[src/hdl/sha1md_pkg.sv]
// Shared types and constants of the SHA-1 message digest block.
package sha1md_pkg;

	typedef logic [7:0]  byte_t;
	typedef logic [31:0] word_t;

	localparam word_t INIT_H0 = 32'h6745_2301;
	localparam word_t INIT_H1 = 32'hefcd_ab89;
	localparam word_t INIT_H2 = 32'h98ba_dcfe;
	localparam word_t INIT_H3 = 32'h1032_5476;
	localparam word_t INIT_H4 = 32'hc3d2_e1f0;

	localparam word_t K_CH     = 32'h5a82_7999;
	localparam word_t K_PAR1   = 32'h6ed9_eba1;
	localparam word_t K_MAJ    = 32'h8f1b_bcdc;
	localparam word_t K_PAR2   = 32'hca62_c1d6;

	localparam byte_t PAD_MARK = 8'h80;

	localparam int unsigned ROUNDS      = 80;
	localparam int unsigned RND_W       = 7;
	localparam int unsigned LEN_POS     = 56;

endpackage

[src/hdl/sha1md_if.sv]
// Valid/ready channel interfaces for message items and digest items.
interface sha1md_msg_if;
	logic                 valid;
	logic                 ready;
	sha1md_pkg::byte_t    data_byte;
	logic                 byte_valid;
	logic                 last;

	modport source (output valid, output data_byte, output byte_valid, output last,
		input ready);
	modport sink (input valid, input data_byte, input byte_valid, input last,
		output ready);
endinterface

interface sha1md_digest_if;
	logic                 valid;
	logic                 ready;
	sha1md_pkg::word_t    hash_word_0;
	sha1md_pkg::word_t    hash_word_1;
	sha1md_pkg::word_t    hash_word_2;
	sha1md_pkg::word_t    hash_word_3;
	sha1md_pkg::word_t    hash_word_4;

	modport source (output valid, output hash_word_0, output hash_word_1,
		output hash_word_2, output hash_word_3, output hash_word_4, input ready);
	modport sink (input valid, input hash_word_0, input hash_word_1,
		input hash_word_2, input hash_word_3, input hash_word_4, output ready);
endinterface

[src/hdl/sha1_message_digest.sv]
// SHA-1 message digest: byte input, iterative round unit, digest output.
//
// The msg channel takes one item per accepted handshake: a message byte when
// byte_valid is high, and last high on the final item of a message. An item
// with byte_valid low and last high closes an empty message or tail.
// Each byte is taken while the block is ready. The 64th byte of a
// block starts the compression: 80 rounds at one round per cycle through a
// single round adder, then a fold into the chaining value. After the last
// item the block generates the padding one byte per cycle and compresses
// one or two more blocks, then puts the five digest words on the digest channel.
// The digest sits in an output register, so a new message may start while it
// waits; if a second digest is ready before the first has been taken, the
// block holds in its fold cycle until the receiver takes the first one.
// Reset returns the chaining value to its initial value, clears the byte
// count and drops any pending digest.
module sha1_message_digest (
	input  logic                    clk,
	input  logic                    arst_n,
	sha1md_msg_if.sink              msg,
	sha1md_digest_if.source         digest
);

	localparam logic [2:0] ST_IDLE  = 3'd0;
	localparam logic [2:0] ST_PAD   = 3'd1;
	localparam logic [2:0] ST_ROUND = 3'd2;
	localparam logic [2:0] ST_FOLD  = 3'd3;

	localparam int unsigned RND_W = sha1md_pkg::RND_W;

	logic [2:0]             state_q;
	logic [RND_W-1:0]       rnd_q;
	logic [63:0]            byte_count_q;
	logic [5:0]             pad_q;
	logic                   first_q;
	logic                   len_phase_q;
	logic                   done_q;
	logic                   pad_mode_q;
	logic                   out_valid_q;
	sha1md_pkg::word_t      chain_q [5];
	sha1md_pkg::word_t      hash_q [5];
	sha1md_pkg::word_t      w_q [16];
	logic [23:0]            acc_q;
	sha1md_pkg::word_t      a_q, b_q, c_q, d_q, e_q;

	logic                   msg_fire;
	logic                   push_en;
	sha1md_pkg::byte_t      push_byte;
	logic [5:0]             push_pos;
	logic [5:0]             new_pos;
	logic [63:0]            bit_len;
	sha1md_pkg::byte_t      pad_byte;
	logic                   start_round;
	logic                   fold_emit;
	sha1md_pkg::word_t      w_new;
	sha1md_pkg::word_t      wt;
	sha1md_pkg::word_t      f_val;
	sha1md_pkg::word_t      k_val;
	sha1md_pkg::word_t      t_val;
	sha1md_pkg::word_t      sum [5];

	assign msg.ready    = (state_q == ST_IDLE);
	assign msg_fire     = msg.valid && msg.ready;
	assign digest.valid = out_valid_q;
	assign digest.hash_word_0 = hash_q[0];
	assign digest.hash_word_1 = hash_q[1];
	assign digest.hash_word_2 = hash_q[2];
	assign digest.hash_word_3 = hash_q[3];
	assign digest.hash_word_4 = hash_q[4];

	assign new_pos = byte_count_q[5:0] + 6'(msg.byte_valid);
	assign bit_len = {byte_count_q[60:0], 3'b000};

	always_comb begin
		if (first_q) begin
			pad_byte = sha1md_pkg::PAD_MARK;
		end else if (len_phase_q && (pad_q >= 6'(sha1md_pkg::LEN_POS))) begin
			pad_byte = bit_len[{~pad_q[2:0], 3'b000} +: 8];
		end else begin
			pad_byte = '0;
		end
	end

	always_comb begin
		push_en   = 1'b0;
		push_byte = msg.data_byte;
		push_pos  = byte_count_q[5:0];
		if (state_q == ST_IDLE) begin
			push_en = msg_fire && msg.byte_valid;
		end else if (state_q == ST_PAD) begin
			push_en   = 1'b1;
			push_byte = pad_byte;
			push_pos  = pad_q;
		end
	end

	assign start_round = push_en && (push_pos == 6'h3f);
	assign fold_emit   = (state_q == ST_FOLD) && done_q && (!out_valid_q || digest.ready);

	assign w_new = {w_q[13][30:0] ^ w_q[8][30:0] ^ w_q[2][30:0] ^ w_q[0][30:0],
		w_q[13][31] ^ w_q[8][31] ^ w_q[2][31] ^ w_q[0][31]};
	assign wt    = (rnd_q < RND_W'(16)) ? w_q[0] : w_new;

	always_comb begin
		if (rnd_q < RND_W'(20)) begin
			f_val = (b_q & c_q) | (~b_q & d_q);
			k_val = sha1md_pkg::K_CH;
		end else if (rnd_q < RND_W'(40)) begin
			f_val = b_q ^ c_q ^ d_q;
			k_val = sha1md_pkg::K_PAR1;
		end else if (rnd_q < RND_W'(60)) begin
			f_val = (b_q & c_q) | (b_q & d_q) | (c_q & d_q);
			k_val = sha1md_pkg::K_MAJ;
		end else begin
			f_val = b_q ^ c_q ^ d_q;
			k_val = sha1md_pkg::K_PAR2;
		end
	end

	assign t_val = {a_q[26:0], a_q[31:27]} + f_val + e_q + k_val + wt;

	assign sum[0] = chain_q[0] + a_q;
	assign sum[1] = chain_q[1] + b_q;
	assign sum[2] = chain_q[2] + c_q;
	assign sum[3] = chain_q[3] + d_q;
	assign sum[4] = chain_q[4] + e_q;

	always_ff @(posedge clk) begin
		if (push_en) begin
			acc_q <= {acc_q[15:0], push_byte};
			if (push_pos[1:0] == 2'b11) begin
				for (int i = 0; i < 15; i++) begin
					w_q[i] <= w_q[i+1];
				end
				w_q[15] <= {acc_q, push_byte};
			end
		end else if (state_q == ST_ROUND) begin
			for (int i = 0; i < 15; i++) begin
				w_q[i] <= w_q[i+1];
			end
			w_q[15] <= wt;
		end
		if (start_round) begin
			a_q <= chain_q[0];
			b_q <= chain_q[1];
			c_q <= chain_q[2];
			d_q <= chain_q[3];
			e_q <= chain_q[4];
		end else if (state_q == ST_ROUND) begin
			a_q <= t_val;
			b_q <= a_q;
			c_q <= {b_q[1:0], b_q[31:2]};
			d_q <= c_q;
			e_q <= d_q;
		end
		if (fold_emit) begin
			hash_q <= sum;
		end
	end

	always_ff @(posedge clk or negedge arst_n) begin
		if (!arst_n) begin
			state_q      <= ST_IDLE;
			rnd_q        <= '0;
			byte_count_q <= '0;
			pad_q        <= '0;
			first_q      <= 1'b0;
			len_phase_q  <= 1'b0;
			done_q       <= 1'b0;
			pad_mode_q   <= 1'b0;
			out_valid_q  <= 1'b0;
			chain_q[0]   <= sha1md_pkg::INIT_H0;
			chain_q[1]   <= sha1md_pkg::INIT_H1;
			chain_q[2]   <= sha1md_pkg::INIT_H2;
			chain_q[3]   <= sha1md_pkg::INIT_H3;
			chain_q[4]   <= sha1md_pkg::INIT_H4;
		end else begin
			if (fold_emit) begin
				out_valid_q <= 1'b1;
			end else if (digest.ready) begin
				out_valid_q <= 1'b0;
			end
			case (state_q)
				ST_IDLE: begin
					if (msg_fire) begin
						if (msg.byte_valid) begin
							byte_count_q <= byte_count_q + 64'd1;
						end
						pad_q       <= new_pos;
						first_q     <= 1'b1;
						len_phase_q <= (new_pos < 6'(sha1md_pkg::LEN_POS));
						done_q      <= 1'b0;
						pad_mode_q  <= msg.last;
						if (start_round) begin
							state_q <= ST_ROUND;
							rnd_q   <= '0;
						end else if (msg.last) begin
							state_q <= ST_PAD;
						end
					end
				end
				ST_PAD: begin
					pad_q   <= pad_q + 6'd1;
					first_q <= 1'b0;
					if (start_round) begin
						if (len_phase_q) begin
							done_q <= 1'b1;
						end else begin
							len_phase_q <= 1'b1;
						end
						state_q <= ST_ROUND;
						rnd_q   <= '0;
					end
				end
				ST_ROUND: begin
					rnd_q <= rnd_q + RND_W'(1);
					if (rnd_q == RND_W'(sha1md_pkg::ROUNDS - 1)) begin
						state_q <= ST_FOLD;
					end
				end
				ST_FOLD: begin
					if (fold_emit) begin
						chain_q[0]   <= sha1md_pkg::INIT_H0;
						chain_q[1]   <= sha1md_pkg::INIT_H1;
						chain_q[2]   <= sha1md_pkg::INIT_H2;
						chain_q[3]   <= sha1md_pkg::INIT_H3;
						chain_q[4]   <= sha1md_pkg::INIT_H4;
						byte_count_q <= '0;
						pad_mode_q   <= 1'b0;
						done_q       <= 1'b0;
						state_q      <= ST_IDLE;
					end else if (!done_q) begin
						chain_q <= sum;
						state_q <= pad_mode_q ? ST_PAD : ST_IDLE;
					end
				end
				default: begin
					state_q <= ST_IDLE;
				end
			endcase
		end
	end

`ifndef SYNTH
	a_rnd_range: assert property (@(posedge clk) disable iff (!arst_n)
		(state_q == ST_ROUND) |-> (rnd_q < RND_W'(sha1md_pkg::ROUNDS)))
		else $error("round counter out of range");

	a_round_entry: assert property (@(posedge clk) disable iff (!arst_n)
		(state_q != ST_ROUND) ##1 (state_q == ST_ROUND) |-> (rnd_q == '0))
		else $error("compression started mid-count");

	a_done_len: assert property (@(posedge clk) disable iff (!arst_n)
		done_q |-> (len_phase_q && pad_mode_q))
		else $error("final block flagged without length phase");

	a_emit_reset: assert property (@(posedge clk) disable iff (!arst_n)
		fold_emit |=> (byte_count_q == '0) && (chain_q[0] == sha1md_pkg::INIT_H0)
			&& out_valid_q)
		else $error("digest issued without returning to initial state");
`endif

endmodule
[src/flat_wrapper.sv]
// flat-port wrapper written by rule: the top's interface ports become plain ports
module sha1_message_digest_flat 
  (clk, arst_n, msg_valid, msg_data_byte, msg_byte_valid, msg_last, msg_ready, digest_valid, digest_hash_word_0, digest_hash_word_1, digest_hash_word_2, digest_hash_word_3, digest_hash_word_4, digest_ready);
  sha1md_msg_if msg_i ();
  sha1md_digest_if digest_i ();
  input  logic clk;
  input  logic arst_n;
  input wire logic [$bits(msg_i.valid)-1:0] msg_valid;
  input wire logic [$bits(msg_i.data_byte)-1:0] msg_data_byte;
  input wire logic [$bits(msg_i.byte_valid)-1:0] msg_byte_valid;
  input wire logic [$bits(msg_i.last)-1:0] msg_last;
  output wire logic [$bits(msg_i.ready)-1:0] msg_ready;
  output wire logic [$bits(digest_i.valid)-1:0] digest_valid;
  output wire logic [$bits(digest_i.hash_word_0)-1:0] digest_hash_word_0;
  output wire logic [$bits(digest_i.hash_word_1)-1:0] digest_hash_word_1;
  output wire logic [$bits(digest_i.hash_word_2)-1:0] digest_hash_word_2;
  output wire logic [$bits(digest_i.hash_word_3)-1:0] digest_hash_word_3;
  output wire logic [$bits(digest_i.hash_word_4)-1:0] digest_hash_word_4;
  input wire logic [$bits(digest_i.ready)-1:0] digest_ready;
  assign msg_i.valid = msg_valid;
  assign msg_i.data_byte = msg_data_byte;
  assign msg_i.byte_valid = msg_byte_valid;
  assign msg_i.last = msg_last;
  assign msg_ready = msg_i.ready;
  assign digest_valid = digest_i.valid;
  assign digest_hash_word_0 = digest_i.hash_word_0;
  assign digest_hash_word_1 = digest_i.hash_word_1;
  assign digest_hash_word_2 = digest_i.hash_word_2;
  assign digest_hash_word_3 = digest_i.hash_word_3;
  assign digest_hash_word_4 = digest_i.hash_word_4;
  assign digest_i.ready = digest_ready;
  sha1_message_digest u_core (.clk(clk), .arst_n(arst_n), .msg(msg_i), .digest(digest_i));
endmodule
[config.mk]
export PLATFORM = sky130hd
export DESIGN_NAME = sha1_message_digest_flat
export DESIGN_NICKNAME = d
export VERILOG_FILES = /design/src/hdl/sha1md_pkg.sv /design/src/hdl/sha1md_if.sv /design/src/hdl/sha1_message_digest.sv /design/src/flat_wrapper.sv
export SDC_FILE = /design/constraint.sdc
export NUM_CORES = 2
export LEC_CHECK = 0
export BUFFER_PORTS_ARGS = -buffer_cell sky130_fd_sc_hd__buf_2
export CORE_MARGIN = 2
export CORE_UTILIZATION = 30
export DETAILED_ROUTE_END_ITERATION = 16
export SLEW_MARGIN = 20
export SYNTH_ARGS = -nofsm -noshare
export SYNTH_HDL_FRONTEND = slang
export SYNTH_SLANG_ARGS = --single-unit
[constraint.sdc]
create_clock -name clk -period 50.1 [get_ports clk]
set_clock_uncertainty 0.15 [all_clocks]
set_input_delay 2.505 -clock clk [delete_from_list [all_inputs] [get_ports clk]]
set_output_delay 2.505 -clock clk [all_outputs]
set_load 0.05 [all_outputs]
==> results.json <==
{
  "status": "finished, final reports clean",
  "end_kind": "flop",
  "yosysWarnings": 0,
  "max_cap_viol_count": 0,
  "die_w_um": 425.5,
  "synth_fp_nets": 4592,
  "r2r_start": "u_core.rnd_q[4]",
  "dieArea_um2": 181100,
  "ctsRootBufferMaster": "clkbuf_16",
  "clkLatencyLatePin_ns": 0.77,
  "peakVddDrop_mv": 0.03078,
  "io_buffers": 175,
  "min_path_type": "reg2reg",
  "whs_endpoint": "u_core.w_q[0][166]",
  "cts-hold-fix-buffers": 0,
  "areaGrowthSynthToFinish_pct": 14.12,
  "path_common_cell": "fa_1",
  "syn_area_per_cell_um2": 12.62,
  "clock_tree.buffer_depth": 3,
  "critPathSlowestCell": "a41oi_1",
  "worstMarginPinSlew_ns": 1.213,
  "cp.arrival_ns": 7.58,
  "pre_cts_slack_ns": 42.94,
  "cpLargestDelayFamily": "compound AO/OA/AOI/OAI gates",
  "numCtsBuffers": 115,
  "place.gp.congestion": 0.9543,
  "cts_resized": 0,
  "synth.distinct_cells": 100,
  "cts_tree": "built",
  "regArea_um2": 31840,
  "period_share": 0.1450,
  "wl_per_cell_um": 22.81,
  "start_util": 0.3024,
  "n_fill_cell": 17300,
  "num_vias": 34690,
  "rrSetupSlack_ns": 42.84,
  "synth_xor_area_frac": 0.05323,
  "grt_pass1_wl_um": 226000,
  "post-route-min-period_ns": 7.264,
  "ys_ff_latch": 1097,
  "overflow": 0,
  "synthAdderAreaFrac": 0.1005,
  "routed_wl_um": 156100,
  "reg2reg_depth": 23,
  "first_pass_iters": 6,
  "leakage_nw": 24.97,
  "crit_chain": "a41oi_1, nand2_1, buf_4, nand2_1, buf_4, nor2_1, nor2_1, fa_1, fa_1, inv_1, fa_1, inv_1, ha_1, a21o_1, a21oi_1, o21ai_0, nor3b_1, a221o_1, a31oi_1, o2111ai_1, a31oi_1, xor2_1, o21ai_0",
  "dpl.hpwl_um": 114000,
  "path_buf_inv": 4,
  "cts_sinks": 1097,
  "synth_top_family_by_area": "compound AO/OA/AOI/OAI gates",
  "grtUsageTotal": 0.1686,
  "power.density_nw_per_um2": 30.64,
  "synth_compound_area_frac": 0.1173,
  "rsz0062_at_grt": "false",
  "netlist_instances": 4224,
  "rows": 154,
  "core_area_um2": 176300,
  "whs_path_depth": 0,
  "grt_pass1_vias": 33630,
  "hp-start": "u_core.w_q[0][198]",
  "drv_slew": 0,
  "final_hold_viol_count": 0,
  "startpoint_type": "flop",
  "antenna_found_initial": 7,
  "required_ns": 50.42,
  "drt_iter0_markers": 3375,
  "cp_slowest_stage_delay_ns": 0.78,
  "slew_headroom": 0.1915,
  "worst_slack_ns": 42.84,
  "antenna_left": 0,
  "finalSetupTns_ns": 0,
  "synth_edf_count": 856,
  "synth-seq-area-share": 0.5972,
  "io_pins": 176,
  "drc": 0,
  "p_total_mw": 1.864,
  "die_h_um": 425.5,
  "async_flop_share": 0.2197,
  "synth.cell_area_um2": 53310,
  "finalSetupViolCount": 0,
  "rr_endpoint": "u_core.a_q[20]",
  "vias_per_cell": 5.069,
  "drive_above_1_share": 0.1238,
  "post_cts_buffers": 0,
  "grt_max_degree": 182,
  "worstSetupPathType": "reg2reg",
  "clk_pin_slew_worst_paths_ns": 0.06,
  "synth-simple-area-share": 0.09498,
  "cp_max_fo": 37,
  "synthFlopType": "edfxtp_1",
  "nNetsFinal": 4768,
  "multi_input_area_um2": 20130,
  "max_freq_ghz": 0.1377,
  "h-tree-depth": 3,
  "muxShareOfSynthArea": 0.009951
}
-- state kept, by name, summed over array words and instances (netlist names), 2 cells and up --
name	flops
u_core.pad_q	6
u_core.c_q	32
u_core.byte_count_q	61
u_core.acc_q	24
u_core.d_q	32
u_core.state_q	2
u_core.digest.hash_word_1	32
u_core.digest.hash_word_3	32
u_core.b_q	32
u_core.digest.hash_word_2	32
u_core.w_q	512
u_core.digest.hash_word_0	32
u_core.chain_q	160
u_core.digest.hash_word_4	32
u_core.rnd_q	7
u_core.a_q	32
u_core.e_q	32
-- Yosys cell counts, types with 6 or more instances --
cell | number | share of area
a21oi_1 | 182 | 0.017
a211oi_1 | 17 | 0.0024
xnor2_1 | 226 | 0.037
o21ai_1 | 15 | 0.0014
and3_1 | 35 | 0.0041
and2_1 | 11 | 0.0013
fa_1 | 124 | 0.047
o21bai_1 | 22 | 0.0031
xor2_1 | 98 | 0.016
or3_1 | 19 | 0.0022
nor3_1 | 41 | 0.0038
and4_1 | 9 | 0.0015
nor4_1 | 10 | 0.0012
a31oi_1 | 27 | 0.0032
ha_1 | 230 | 0.054
mux4_2 | 13 | 0.0055
buf_2 | 9 | 0.00084
a31o_2 | 8 | 0.0013
nand2b_1 | 20 | 0.0023
nand3_1 | 82 | 0.0077
nand4_1 | 21 | 0.0025
clkbuf_1 | 127 | 0.0089
mux2i_1 | 17 | 0.0032
mux2_2 | 6 | 0.0013
o21ai_0 | 200 | 0.019
dfrtp_1 | 161 | 0.076
inv_1 | 230 | 0.016
nor2b_1 | 47 | 0.0055
o32a_1 | 14 | 0.0026
nor2_1 | 229 | 0.016
o211ai_1 | 22 | 0.0031
nand2_1 | 585 | 0.041
o32ai_1 | 13 | 0.0021
o31a_1 | 6 | 0.00099
a211o_1 | 6 | 0.00099
o22a_1 | 70 | 0.012
buf_1 | 11 | 0.00077
o2111ai_1 | 9 | 0.0015
a21o_1 | 89 | 0.013
o21a_1 | 31 | 0.0044
dfstp_2 | 80 | 0.039
edfxtp_1 | 856 | 0.48
a22o_1 | 70 | 0.012
nor3b_1 | 7 | 0.00099
-- per-layer routing --
metal	vias to the layer above	routed length, µm	global-route usage	share of wire
met5	-	14	0	0.000090
met4	2	7082	0.07518	0.045
met3	279	8818	0.02655	0.056
met2	1071	75900	0.2815	0.49
met1	17680	64300	0.2154	0.41
li1	15660	-	-	-
-- final cells by class --
class / count / area share
Multi-Input combinational cell: 2749 / 0.3308
Inverter: 230 / 0.01419
Tap cell: 2340 / 0.04813
Clock buffer: 143 / 0.05053
Timing Repair Buffer: 207 / 0.01902
Clock inverter: 74 / 0.01384
Antenna cell: 4 / 0.0001645
Sequential cell: 1097 / 0.5233
-- how the worst max path moves through the flow --
stage | slack (ns) | endpoint | from | cells after the start
after floorplan | 8.88 | u_core.w_q[0][0] | msg_valid | 4
after global routing | 42.44 | u_core.a_q[20] | u_core.rnd_q[4] | 23
after detailed placement | 42.94 | u_core.w_q[0][300] | msg_valid | 8
after CTS | 42.96 | u_core.a_q[20] | u_core.rnd_q[4] | 23
final | 42.84 | u_core.a_q[20] | u_core.rnd_q[4] | 23
after global placement | 43.03 | u_core.w_q[0][396] | msg_valid | 8
-- power by group --
group	leakage, nW	switching, mW	total [mW]	internal [mW]
Sequential	11.7	0.0000181	0.970	0.970
Combinational	11.4	0.00497	0.00577	0.000792
Clock	1.91	0.376	0.888	0.511
Total	25.0	0.381	1.86	1.48
-- logic make-up (layout without fill, tap and decap cells) --
family	count (synthesis)	count (layout)
xor gates and xnor gates	324	324
and+or+nand+nor	1141	1141
muxes	36	36
DFF	1097	1097
other	0	4
adders and majority gates	354	354
buffers and inverters	378	654
AOI/OAI and AO/OA	894	894
-- cells in the final DEF (no fill, tap or decap), types with 19 or more instances in the layout --
master     instances
dfstp_2           80
ha_1             230
o211ai_1          22
clkinv_2          23
o22a_1            70
o21ai_0          199
buf_4             26
nor2_1           227
nand4_1           21
dfrtp_1          161
nor3_1            40
a31oi_1           27
xnor2_1          225
a21oi_1          182
clkbuf_16        116
nor2b_1           47
a21o_1            89
a22o_1            70
and3_1            35
edfxtp_1         856
or3_1             19
buf_2            174
o21a_1            30
nand2_1          582
inv_1            230
clkbuf_1          20
nand3_1           82
nand2b_1          20
fa_1             124
o21bai_1          22
xor2_1            98
-- metrics by stage --
step | cell area [µm²] | utilization | hold slack [ns] | std cells
5_1_grt | 60830 | 0.3450 | 0.2680 | 6840
2_1_floorplan | 53310 | - | 0.2503 | 4224
3_5_place_dp | 56890 | 0.3227 | 0.2545 | 6623
6_report | 60840 | 0.3451 | 0.2511 | 6844
3_3_place_gp | 56880 | 0.3226 | 0.2502 | 6623
4_1_cts | 60810 | 0.3449 | 0.2589 | 6840
(Power assumes the default switching activity.)
